$ cat config.mk
export PLATFORM = sky130hd
export DESIGN_NAME = bc_texture_block_decoder
export DESIGN_NICKNAME = d
export VERILOG_FILES = /design/src/rtl/core/bctd_pkg.sv /design/src/rtl/core/bc_texture_block_decoder.sv /design/src/rtl/core/bctd_palette.sv /design/src/rtl/core/bctd_interp.sv /design/src/rtl/core/bctd_serializer.sv
export SDC_FILE = /design/constraint.sdc
export NUM_CORES = 2
export LEC_CHECK = 0
export ABC_AREA = 1
export BUFFER_PORTS_ARGS = -buffer_cell sky130_fd_sc_hd__buf_4
export CAP_MARGIN = 10
export CORE_MARGIN = 2
export CORE_UTILIZATION = 46
export CTS_CLUSTER_DIAMETER = 200
export DETAILED_ROUTE_END_ITERATION = 10
export GPL_TIMING_DRIVEN = 0
export PLACE_DENSITY = 0.67
export SLEW_MARGIN = 15
export SYNTH_ARGS = -nofsm -noshare
export SYNTH_HDL_FRONTEND = slang
export SYNTH_SLANG_ARGS = --single-unit
$ cat constraint.sdc
create_clock -name clk_i -period 9.94 [get_ports clk_i]
set_input_delay 0.994 -clock clk_i [delete_from_list [all_inputs] [get_ports clk_i]]
set_output_delay 0.994 -clock clk_i [all_outputs]
set_load 0.02 [all_outputs]
$ cat src/rtl/core/bctd_pkg.sv
// Shared types, constants and divide helpers for the texture block decoder.
package bctd_pkg;

  localparam int unsigned AddrW = 3;

  typedef enum logic [1:0] {
    FMT_COLOR    = 2'd0,
    FMT_EXPLICIT = 2'd1,
    FMT_INTERP   = 2'd2
  } fmt_e;

  typedef enum logic [0:0] {
    REG_FORMAT = 1'b0
  } reg_idx_e;

  // Stage 1 output: widened endpoints and raw interpolation sums.
  typedef struct packed {
    logic [2:0][7:0]  c0;
    logic [2:0][7:0]  c1;
    logic [2:0][9:0]  sum2;
    logic [2:0][9:0]  sum3;
    logic [2:0][7:0]  avg;
    logic             four;
    logic [5:0][10:0] asum;
    logic [7:0]       a0;
    logic [7:0]       a1;
    logic             agt;
    logic [31:0]      idx;
    logic [63:0]      abits;
    logic [1:0]       fmt;
  } s1_t;

  // Stage 2 output: full palette and alpha levels.
  typedef struct packed {
    logic [3:0][7:0] blu;
    logic [3:0][7:0] grn;
    logic [3:0][7:0] red;
    logic            four;
    logic [7:0][7:0] lev;
    logic [31:0]     idx;
    logic [63:0]     abits;
    logic [1:0]      fmt;
  } blk_t;

  function automatic logic [7:0] div3(input logic [9:0] x);
    logic [20:0] p;
    p = x * 11'd683;
    return p[18:11];
  endfunction

  function automatic logic [7:0] div5(input logic [10:0] x);
    logic [21:0] p;
    p = x * 11'd1639;
    return p[20:13];
  endfunction

  function automatic logic [7:0] div7(input logic [10:0] x);
    logic [22:0] p;
    p = x * 12'd2341;
    return p[21:14];
  endfunction

endpackage

$ cat src/rtl/core/bc_texture_block_decoder.sv
// Top level of the BC1/BC2/BC3 texture block decoder with APB format register.
//
// Input channel: one compressed 4x4 block per beat (in_valid_i / in_ready_o),
// with endpoints, color indices, alpha bits and alpha levels as separate ports.
// Output channel: one decoded pixel per beat (out_valid_o / out_ready_i), the
// sixteen pixels of a block in raster order, last_pixel_o on pixel 15.
// Pipeline: stage 1 widens endpoints and forms sums, stage 2 performs the
// divisions by 3, 5 and 7, stage 3 walks the pixels into the output register.
// A block is registered in stage 1, stage 2 and the stage 3 block register
// before its pixels pass the output register, sixteen beats on the single
// pixel port; up to two further blocks are taken and held in stages 1 and 2.
// Configuration: block_format at byte address 0 (0 color, 1 explicit alpha,
// 2 interpolated alpha, 3 treated as color); the format is captured with each
// block on entry. Write only while idle.
// Reset: all stages empty, block_format cleared to color only.
// Stall: when out_ready_i is low the output holds and the pipeline backs up;
// no pixel is lost or repeated.
module bc_texture_block_decoder (
  input  logic                       clk_i,
  input  logic                       rst_ni,
  input  logic                       psel,
  input  logic                       penable,
  input  logic                       pwrite,
  input  logic [bctd_pkg::AddrW-1:0] paddr,
  input  logic [31:0]                pwdata,
  output logic [31:0]                prdata,
  output logic                       pready,
  input  logic                       in_valid_i,
  output logic                       in_ready_o,
  input  logic [15:0]                color_endpoint0_i,
  input  logic [15:0]                color_endpoint1_i,
  input  logic [31:0]                color_indices_i,
  input  logic [63:0]                alpha_bits_i,
  input  logic [7:0]                 alpha_level0_i,
  input  logic [7:0]                 alpha_level1_i,
  output logic                       out_valid_o,
  input  logic                       out_ready_i,
  output logic [7:0]                 blue_o,
  output logic [7:0]                 green_o,
  output logic [7:0]                 red_o,
  output logic [7:0]                 opacity_o,
  output logic [3:0]                 pixel_number_o,
  output logic                       last_pixel_o
);
  import bctd_pkg::*;

  logic [1:0] fmt_q;
  logic       sel_fmt;

  logic s1_valid, s1_ready, s2_valid, s2_ready;
  s1_t  s1;
  blk_t blk;

  assign pready  = 1'b1;
  assign sel_fmt = paddr[AddrW-1] == REG_FORMAT;
  assign prdata  = sel_fmt ? {30'd0, fmt_q} : 32'd0;

  always_ff @(posedge clk_i or negedge rst_ni) begin
    if (!rst_ni) begin
      fmt_q <= FMT_COLOR;
    end else if (psel && penable && pwrite && pready && sel_fmt) begin
      fmt_q <= pwdata[1:0];
    end
  end

  bctd_palette u_palette (
    .clk_i             (clk_i),
    .rst_ni            (rst_ni),
    .valid_i           (in_valid_i),
    .ready_o           (in_ready_o),
    .color_endpoint0_i (color_endpoint0_i),
    .color_endpoint1_i (color_endpoint1_i),
    .color_indices_i   (color_indices_i),
    .alpha_bits_i      (alpha_bits_i),
    .alpha_level0_i    (alpha_level0_i),
    .alpha_level1_i    (alpha_level1_i),
    .fmt_i             (fmt_q),
    .valid_o           (s1_valid),
    .ready_i           (s1_ready),
    .s1_o              (s1)
  );

  bctd_interp u_interp (
    .clk_i   (clk_i),
    .rst_ni  (rst_ni),
    .valid_i (s1_valid),
    .ready_o (s1_ready),
    .s1_i    (s1),
    .valid_o (s2_valid),
    .ready_i (s2_ready),
    .blk_o   (blk)
  );

  bctd_serializer u_serializer (
    .clk_i          (clk_i),
    .rst_ni         (rst_ni),
    .blk_valid_i    (s2_valid),
    .blk_ready_o    (s2_ready),
    .blk_i          (blk),
    .out_valid_o    (out_valid_o),
    .out_ready_i    (out_ready_i),
    .blue_o         (blue_o),
    .green_o        (green_o),
    .red_o          (red_o),
    .opacity_o      (opacity_o),
    .pixel_number_o (pixel_number_o),
    .last_pixel_o   (last_pixel_o)
  );

endmodule

$ cat src/rtl/core/bctd_palette.sv
// Stage 1: endpoint widening, palette and alpha level sums.
module bctd_palette (
  input  logic           clk_i,
  input  logic           rst_ni,
  input  logic           valid_i,
  output logic           ready_o,
  input  logic [15:0]    color_endpoint0_i,
  input  logic [15:0]    color_endpoint1_i,
  input  logic [31:0]    color_indices_i,
  input  logic [63:0]    alpha_bits_i,
  input  logic [7:0]     alpha_level0_i,
  input  logic [7:0]     alpha_level1_i,
  input  logic [1:0]     fmt_i,
  output logic           valid_o,
  input  logic           ready_i,
  output bctd_pkg::s1_t  s1_o
);
  import bctd_pkg::*;

  logic vld_q;
  s1_t  s1_d, s1_q;

  always_comb begin
    s1_d.c0[0] = {color_endpoint0_i[4:0], color_endpoint0_i[4:2]};
    s1_d.c0[1] = {color_endpoint0_i[10:5], color_endpoint0_i[10:9]};
    s1_d.c0[2] = {color_endpoint0_i[15:11], color_endpoint0_i[15:13]};
    s1_d.c1[0] = {color_endpoint1_i[4:0], color_endpoint1_i[4:2]};
    s1_d.c1[1] = {color_endpoint1_i[10:5], color_endpoint1_i[10:9]};
    s1_d.c1[2] = {color_endpoint1_i[15:11], color_endpoint1_i[15:13]};
    for (int ch = 0; ch < 3; ch++) begin
      s1_d.sum2[ch] = {1'b0, s1_d.c0[ch], 1'b0} + {2'b0, s1_d.c1[ch]} + 10'd1;
      s1_d.sum3[ch] = {1'b0, s1_d.c1[ch], 1'b0} + {2'b0, s1_d.c0[ch]} + 10'd1;
      s1_d.avg[ch]  = 8'(({1'b0, s1_d.c0[ch]} + {1'b0, s1_d.c1[ch]}) >> 1);
    end
    s1_d.four = color_endpoint0_i > color_endpoint1_i;
    s1_d.agt  = alpha_level0_i > alpha_level1_i;
    for (int k = 1; k <= 6; k++) begin
      if (s1_d.agt) begin
        s1_d.asum[k-1] = 11'(7 - k) * {3'b0, alpha_level0_i} + 11'(k) * {3'b0, alpha_level1_i};
      end else if (k <= 4) begin
        s1_d.asum[k-1] = 11'(5 - k) * {3'b0, alpha_level0_i} + 11'(k) * {3'b0, alpha_level1_i};
      end else begin
        s1_d.asum[k-1] = 11'd0;
      end
    end
    s1_d.a0    = alpha_level0_i;
    s1_d.a1    = alpha_level1_i;
    s1_d.idx   = color_indices_i;
    s1_d.abits = alpha_bits_i;
    s1_d.fmt   = fmt_i;
  end

  assign ready_o = !vld_q || ready_i;
  assign valid_o = vld_q;
  assign s1_o    = s1_q;

  always_ff @(posedge clk_i or negedge rst_ni) begin
    if (!rst_ni) begin
      vld_q <= 1'b0;
    end else if (ready_o) begin
      vld_q <= valid_i;
    end
  end

  always_ff @(posedge clk_i) begin
    if (valid_i && ready_o) begin
      s1_q <= s1_d;
    end
  end

endmodule

$ cat src/rtl/core/bctd_interp.sv
// Stage 2: constant divisions giving the color palette and alpha levels.
module bctd_interp (
  input  logic           clk_i,
  input  logic           rst_ni,
  input  logic           valid_i,
  output logic           ready_o,
  input  bctd_pkg::s1_t  s1_i,
  output logic           valid_o,
  input  logic           ready_i,
  output bctd_pkg::blk_t blk_o
);
  import bctd_pkg::*;

  logic vld_q;
  blk_t blk_d, blk_q;
  logic [2:0][7:0] e0, e1, e2, e3;

  always_comb begin
    for (int ch = 0; ch < 3; ch++) begin
      e0[ch] = s1_i.c0[ch];
      e1[ch] = s1_i.c1[ch];
      e2[ch] = s1_i.four ? div3(s1_i.sum2[ch]) : s1_i.avg[ch];
      e3[ch] = s1_i.four ? div3(s1_i.sum3[ch]) : 8'd0;
    end
    blk_d.blu = {e3[0], e2[0], e1[0], e0[0]};
    blk_d.grn = {e3[1], e2[1], e1[1], e0[1]};
    blk_d.red = {e3[2], e2[2], e1[2], e0[2]};
    blk_d.four = s1_i.four;
    blk_d.lev[0] = s1_i.a0;
    blk_d.lev[1] = s1_i.a1;
    for (int k = 1; k <= 6; k++) begin
      if (s1_i.agt) begin
        blk_d.lev[k+1] = div7(s1_i.asum[k-1]);
      end else if (k <= 4) begin
        blk_d.lev[k+1] = div5(s1_i.asum[k-1]);
      end else if (k == 5) begin
        blk_d.lev[k+1] = 8'd0;
      end else begin
        blk_d.lev[k+1] = 8'hFF;
      end
    end
    blk_d.idx   = s1_i.idx;
    blk_d.abits = s1_i.abits;
    blk_d.fmt   = s1_i.fmt;
  end

  assign ready_o = !vld_q || ready_i;
  assign valid_o = vld_q;
  assign blk_o   = blk_q;

  always_ff @(posedge clk_i or negedge rst_ni) begin
    if (!rst_ni) begin
      vld_q <= 1'b0;
    end else if (ready_o) begin
      vld_q <= valid_i;
    end
  end

  always_ff @(posedge clk_i) begin
    if (valid_i && ready_o) begin
      blk_q <= blk_d;
    end
  end

endmodule

$ cat src/rtl/core/bctd_serializer.sv
// Stage 3: per-pixel palette lookup and output register, one pixel a beat.
module bctd_serializer (
  input  logic           clk_i,
  input  logic           rst_ni,
  input  logic           blk_valid_i,
  output logic           blk_ready_o,
  input  bctd_pkg::blk_t blk_i,
  output logic           out_valid_o,
  input  logic           out_ready_i,
  output logic [7:0]     blue_o,
  output logic [7:0]     green_o,
  output logic [7:0]     red_o,
  output logic [7:0]     opacity_o,
  output logic [3:0]     pixel_number_o,
  output logic           last_pixel_o
);
  import bctd_pkg::*;

  logic        busy_q, out_valid_q;
  logic [3:0]  cnt_q;
  blk_t        blk_q;
  logic [31:0] idx_q;
  logic [63:0] abits_q;
  logic [7:0]  blue_q, green_q, red_q, opacity_q;
  logic [3:0]  pix_q;
  logic        last_q;

  logic        load, take, at_last;
  logic [1:0]  ci;
  logic [7:0]  alpha;

  assign load        = busy_q && (!out_valid_q || out_ready_i);
  assign at_last     = cnt_q == 4'hF;
  assign blk_ready_o = !busy_q || (load && at_last);
  assign take        = blk_valid_i && blk_ready_o;
  assign ci          = idx_q[1:0];

  always_comb begin
    if (blk_q.fmt == FMT_EXPLICIT) begin
      alpha = {abits_q[3:0], abits_q[3:0]};
    end else if (blk_q.fmt == FMT_INTERP) begin
      alpha = blk_q.lev[abits_q[2:0]];
    end else begin
      alpha = (!blk_q.four && ci == 2'd3) ? 8'd0 : 8'hFF;
    end
  end

  always_ff @(posedge clk_i or negedge rst_ni) begin
    if (!rst_ni) begin
      busy_q      <= 1'b0;
      cnt_q       <= 4'd0;
      out_valid_q <= 1'b0;
    end else begin
      if (take) begin
        busy_q <= 1'b1;
        cnt_q  <= 4'd0;
      end else if (load) begin
        cnt_q <= cnt_q + 4'd1;
        if (at_last) begin
          busy_q <= 1'b0;
        end
      end
      if (load) begin
        out_valid_q <= 1'b1;
      end else if (out_ready_i) begin
        out_valid_q <= 1'b0;
      end
    end
  end

  always_ff @(posedge clk_i) begin
    if (load) begin
      blue_q    <= blk_q.blu[ci];
      green_q   <= blk_q.grn[ci];
      red_q     <= blk_q.red[ci];
      opacity_q <= alpha;
      pix_q     <= cnt_q;
      last_q    <= at_last;
    end
    if (take) begin
      blk_q   <= blk_i;
      idx_q   <= blk_i.idx;
      abits_q <= blk_i.abits;
    end else if (load) begin
      idx_q   <= idx_q >> 2;
      abits_q <= (blk_q.fmt == FMT_INTERP) ? abits_q >> 3 : abits_q >> 4;
    end
  end

  assign out_valid_o    = out_valid_q;
  assign blue_o         = blue_q;
  assign green_o        = green_q;
  assign red_o          = red_q;
  assign opacity_o      = opacity_q;
  assign pixel_number_o = pix_q;
  assign last_pixel_o   = last_q;

  a_no_take_mid_block: assert property (@(posedge clk_i) disable iff (!rst_ni)
    (busy_q && !at_last) |-> !blk_ready_o)
    else $error("block taken before sixteenth pixel");

  a_last_is_fifteen: assert property (@(posedge clk_i) disable iff (!rst_ni)
    (out_valid_q && last_q) |-> (pix_q == 4'hF))
    else $error("last pixel flag on wrong pixel");

  a_count_advances: assert property (@(posedge clk_i) disable iff (!rst_ni)
    (load && !take) |=> (cnt_q == $past(cnt_q) + 4'd1))
    else $error("pixel counter did not advance");

  a_out_after_load: assert property (@(posedge clk_i) disable iff (!rst_ni)
    load |=> (out_valid_q && pix_q == $past(cnt_q)))
    else $error("loaded pixel not presented");

endmodule

==> results by stage <==
Global route:
- Global routing consumed, over all layers together, between 20% and 30% of the routing resources.
- The residual overflow from global routing is 0.
- Entering global routing, the biggest net connects around 110 pins.
- The number of global-route vias before repair is ~50000.
- The initial antenna violation count came to 4.
- The wire length of the first global-routing pass is 256.3 mm.

Yosys:
- The number of instances in the synthesized netlist is 7083.
- The proportion of synthesized flip-flops having asynchronous set or reset is around 1.2%.
- The cell area that synthesis handed to floorplanning was ~0.068 mm2.
- The synthesized netlist contains 46 unique library cells.
- By instance count, the leading cell after synthesis is sky130_fd_sc_hd__nand2_1.
- The average footprint of a synthesized cell is 9.592 um2.
- For this run, the leading register cell type out of synthesis is sky130_fd_sc_hd__edfxtp_1.
- The Yosys step of the flow raised 0 warnings.
- The dominant cell type by area after synthesis is sky130_fd_sc_hd__edfxtp_1.
- The synthesized design devotes to its leading area cell type approximately 36% of total area.
- The part of the Yosys area used for sequential elements is roughly 36%.
- After synthesis the netlist holds a flip-flop and latch count of between 800 and 900.
- The number of flops mapped to enable cells by yosys is 817.
- Ranked by instance count, the synthesized netlist is headed by sky130_fd_sc_hd__nand2_1, sky130_fd_sc_hd__inv_1, sky130_fd_sc_hd__ha_1.
- By area the synthesized netlist is led by sky130_fd_sc_hd__edfxtp_1, sky130_fd_sc_hd__ha_1, sky130_fd_sc_hd__fa_1.

Setup path:
- For the worst setup path, the data required time is about 10 ns.
- The data arrival time of the critical path is approximately 5.7 ns.
- The critical path in this run is classified as register to register.
- The nature of the critical path endpoint is a register.
- The maximum fanout encountered on the critical timing path is 19.
- STA classifies the critical path startpoint as a register.

Clock tree:
- Clock latency on the worst-skew pair, taken at its later pin, is 0.75 ns.
- In this run the deepest clock path goes through 3 buffers.
- Clock-pin slew was measured on the worst setup and hold paths at 0.06 ns.
- In this run the clock root is driven by a sky130_fd_sc_hd__clkbuf_16.
- TritonCTS built the clock tree.
- The post-cts gate resize count is 0.
- Counting every sink on the clock net gives ~830.
- The maximum level of the CTS H-tree is 3.
- The number of clock buffers added by TritonCTS is 93.
- The buffer count from post-CTS setup fixing is 0.
- The hold buffer count at cts is 0.

Routing:
- The total length of routed met3 wires is about 7.3 mm.
- After detailed routing, the wire length on met1 is between 70 and 80 mm.
- In this run the remaining antenna-violating nets after routing total 0.
- The number of optimization iterations in the first detailed-route pass is 6.
- The number of design-rule violations left by the first detailed-router iteration is approximately 3100.
- The total length of routed met2 wires is around 76 mm.
- The aggregate routed wire length is between 150 and 200 mm.
- Detailed routing inserted a total of between 40000 and 50000 vias.
- For this run, design rule violations remaining after detail routing come to 0.
- The average vias per placed instance is roughly 5.2.
- The wire length per cell is around 17 um.
- The top routing layer in use is met5.

STA:
- The number of endpoints with negative hold slack in the final report was 0.
- The final worst-path setup slack is ~4.7 ns.
- The worst slew slack as a fraction of its limit is roughly a quarter.
- The worst path uses around 53% of the clock period.
- After layout, the minimum clock period comes to 5.256 ns.
- Setup repair after global routing left no endpoint under its margin.
- Based on the critical path, the design can be clocked at up to around 190 MHz.
- The final setup violation count is 0.
- The tightest hold path in the finished design has a slack of roughly 0.071 ns.
- The final worst clock skew is approximately 0.087 ns.
- The count of pins over their slew limit came to 0.
- The actual slew at the worst max-slew pin is between 1 and 1.5 ns.

Finish:
- The final non-filler cell total is 9419.
- The layout filler cell count is between 10000 and 15000.
- In the final layout, the multi-input gates occupy around 0.038 mm2.
- Cells fill 51.28% of the core in the end.
- The post-layout net count is 9132.
- The synthesis-to-layout area growth is 11.05%.
- Across the whole layout, storage elements account for approximately 0.025 mm2.
- The layout cell share with drive strength beyond 1 is under 10%.

Die:
- The core region is around 0.15 mm2.
- During I/O placement, the number of pins put on the boundary was between 200 and 300.
- The initial cell density of the core is approximately 46%.
- In this run the horizontal extent of the chip is just under 400 um.
- In this run the vertical extent of the chip is 388.3 um.
- The number of standard-cell rows in the floorplan is 141.
- The die outline area is roughly 0.15 mm2.

Placed design:
- The number of buffer cells added on primary ports is a little under 200.
- The worst-case setup slack after placement is around 4.7 ns.
- At the end of routability-driven placement, the weighted congestion stood at ~0.9.
- The HPWL after detailed placement is ~130 mm.
- After detailed placement, the design holds a cell count of approximately 9200.

Min path:
- The min-delay analysis places its worst path in the category primary input to asynchronous set/reset pin.

Job:
- Max-cap violations in this run came to 0.

Status:
- The flow ran to the end, and the final reports show no timing, DRC or antenna violations.
-- placed cells by master, fill, tap and decap left out, types with 6 or more instances in the layout --
| cell | count |
|---|---|
| sky130_fd_sc_hd__o31ai_1 | 18 |
| sky130_fd_sc_hd__a21o_1 | 41 |
| sky130_fd_sc_hd__nand2_1 | 1297 |
| sky130_fd_sc_hd__conb_1 | 31 |
| sky130_fd_sc_hd__buf_2 | 30 |
| sky130_fd_sc_hd__clkinv_4 | 6 |
| sky130_fd_sc_hd__nand3_1 | 293 |
| sky130_fd_sc_hd__clkinv_1 | 19 |
| sky130_fd_sc_hd__o21ai_0 | 281 |
| sky130_fd_sc_hd__bufinv_16 | 12 |
| sky130_fd_sc_hd__edfxtp_1 | 817 |
| sky130_fd_sc_hd__buf_4 | 227 |
| sky130_fd_sc_hd__buf_16 | 7 |
| sky130_fd_sc_hd__nor2_1 | 492 |
| sky130_fd_sc_hd__a21oi_1 | 394 |
| sky130_fd_sc_hd__fa_1 | 380 |
| sky130_fd_sc_hd__clkinv_2 | 9 |
| sky130_fd_sc_hd__buf_1 | 6 |
| sky130_fd_sc_hd__xor2_1 | 102 |
| sky130_fd_sc_hd__clkbuf_1 | 55 |
| sky130_fd_sc_hd__o21ai_1 | 7 |
| sky130_fd_sc_hd__o21bai_1 | 58 |
| sky130_fd_sc_hd__o211ai_1 | 22 |
| sky130_fd_sc_hd__nor3_1 | 69 |
| sky130_fd_sc_hd__nand3b_1 | 15 |
| sky130_fd_sc_hd__nor4_1 | 6 |
| sky130_fd_sc_hd__o22ai_1 | 13 |
| sky130_fd_sc_hd__a31oi_1 | 80 |
| sky130_fd_sc_hd__clkinv_16 | 6 |
| sky130_fd_sc_hd__clkbuf_16 | 93 |
| sky130_fd_sc_hd__o21a_1 | 16 |
| sky130_fd_sc_hd__clkinvlp_4 | 10 |
| sky130_fd_sc_hd__dfrtp_1 | 10 |
| sky130_fd_sc_hd__ha_1 | 1156 |
| sky130_fd_sc_hd__inv_1 | 1250 |
| sky130_fd_sc_hd__nand4_1 | 55 |
| sky130_fd_sc_hd__a21boi_0 | 13 |
| sky130_fd_sc_hd__or2_2 | 9 |
| sky130_fd_sc_hd__xnor2_1 | 41 |
-- critical path, cell delays in order, from the launching register on --
cell and delay [ns]:
sky130_fd_sc_hd__edfxtp_1 1.08, sky130_fd_sc_hd__ha_1 0.41, sky130_fd_sc_hd__ha_1 0.29, sky130_fd_sc_hd__inv_1 0.05
sky130_fd_sc_hd__fa_1 0.54, sky130_fd_sc_hd__inv_1 0.06, sky130_fd_sc_hd__fa_1 0.54, sky130_fd_sc_hd__inv_1 0.06
sky130_fd_sc_hd__fa_1 0.53, sky130_fd_sc_hd__inv_1 0.04, sky130_fd_sc_hd__ha_1 0.34, sky130_fd_sc_hd__nand2_1 0.13
sky130_fd_sc_hd__inv_1 0.08, sky130_fd_sc_hd__a21boi_0 0.24, sky130_fd_sc_hd__nor2_1 0.07, sky130_fd_sc_hd__nor2_1 0.13
sky130_fd_sc_hd__nand3b_1 0.09, sky130_fd_sc_hd__nand3_1 0.15, sky130_fd_sc_hd__o21ai_0 0.15
-- per-layer routing --
| layer | track usage [%] | vias up |
|---|---|---|
| li1 | - | 24330 |
| met1 | 27.79 | 23290 |
| met2 | 36.46 | 1109 |
| met3 | 2.771 | 261 |
| met4 | 6.403 | 4 |
| met5 | 0 | - |
-- final timing paths --
kind | startpoint | to | slack [ns] | depth (start not counted)
max in group asynchronous | rst_ni | fmt_q[1] | 9.70 | 1
min in group clk_i | u_interp.blk_o[221] | u_serializer.blk_q[221] | 0.37 | 0
min reg2reg | u_interp.blk_o[221] | u_serializer.blk_q[221] | 0.37 | 0
min | rst_ni | u_palette.valid_o | 0.07 | 1
max | u_palette.s1_o[107] | u_interp.blk_o[141] | 4.68 | 18
max reg2reg | u_palette.s1_o[107] | u_interp.blk_o[141] | 4.68 | 18
-- kinds of logic (layout without fill, tap and decap cells) --
kind of cell / Yosys count / count (layout) / synth area share (%)
flops: 827 / 827 / 36.48
xor+xnor: 143 / 143 / 1.843
fa+ha+maj: 1536 / 1536 / 32.49
other cells: 2 / 32 / 0.01105
buf+inv: 1377 / 1753 / 7.869
simple gates: 2248 / 2248 / 13.48
compound gates: 950 / 950 / 7.829
-- sequential cells by signal, indices dropped and copies added (netlist names) --
register / count
u_serializer.busy_q: 1
u_palette.valid_o: 1
u_palette.s1_o: 294
u_serializer.abits_q: 64
u_serializer.red_o: 8
u_serializer.blue_o: 8
u_serializer.cnt_q: 4
u_serializer.idx_q: 32
u_serializer.green_o: 8
u_serializer.opacity_o: 8
u_interp.valid_o: 1
fmt_q: 2
u_serializer.pixel_number_o: 4
u_serializer.last_pixel_o: 1
u_serializer.out_valid_o: 1
u_serializer.blk_q: 147
u_interp.blk_o: 243
-- through the flow --
step	area [um2]	TNS [ns]
floorplan	68050	0
global placement	71920	-327.95
detailed placement	72180	0
CTS	75440	0
global route	75450	0
finish	75450	0
-- cell type report --
type / count / share of cell area (%)
timing repair buffer: 203 / 2.232
clock inverter: 67 / 1.149
antenna: 1 / 0.003317
multi-input combinational: 4908 / 50.27
inverter: 1260 / 6.288
buffer: 117 / 0.8325
sequential: 827 / 32.85
tap: 1930 / 3.201
clock buffer: 106 / 3.176
Power is left out: the tool's default activity adds up to more than one toggle a clock period on the data nets, which glitch-free logic cannot reach.
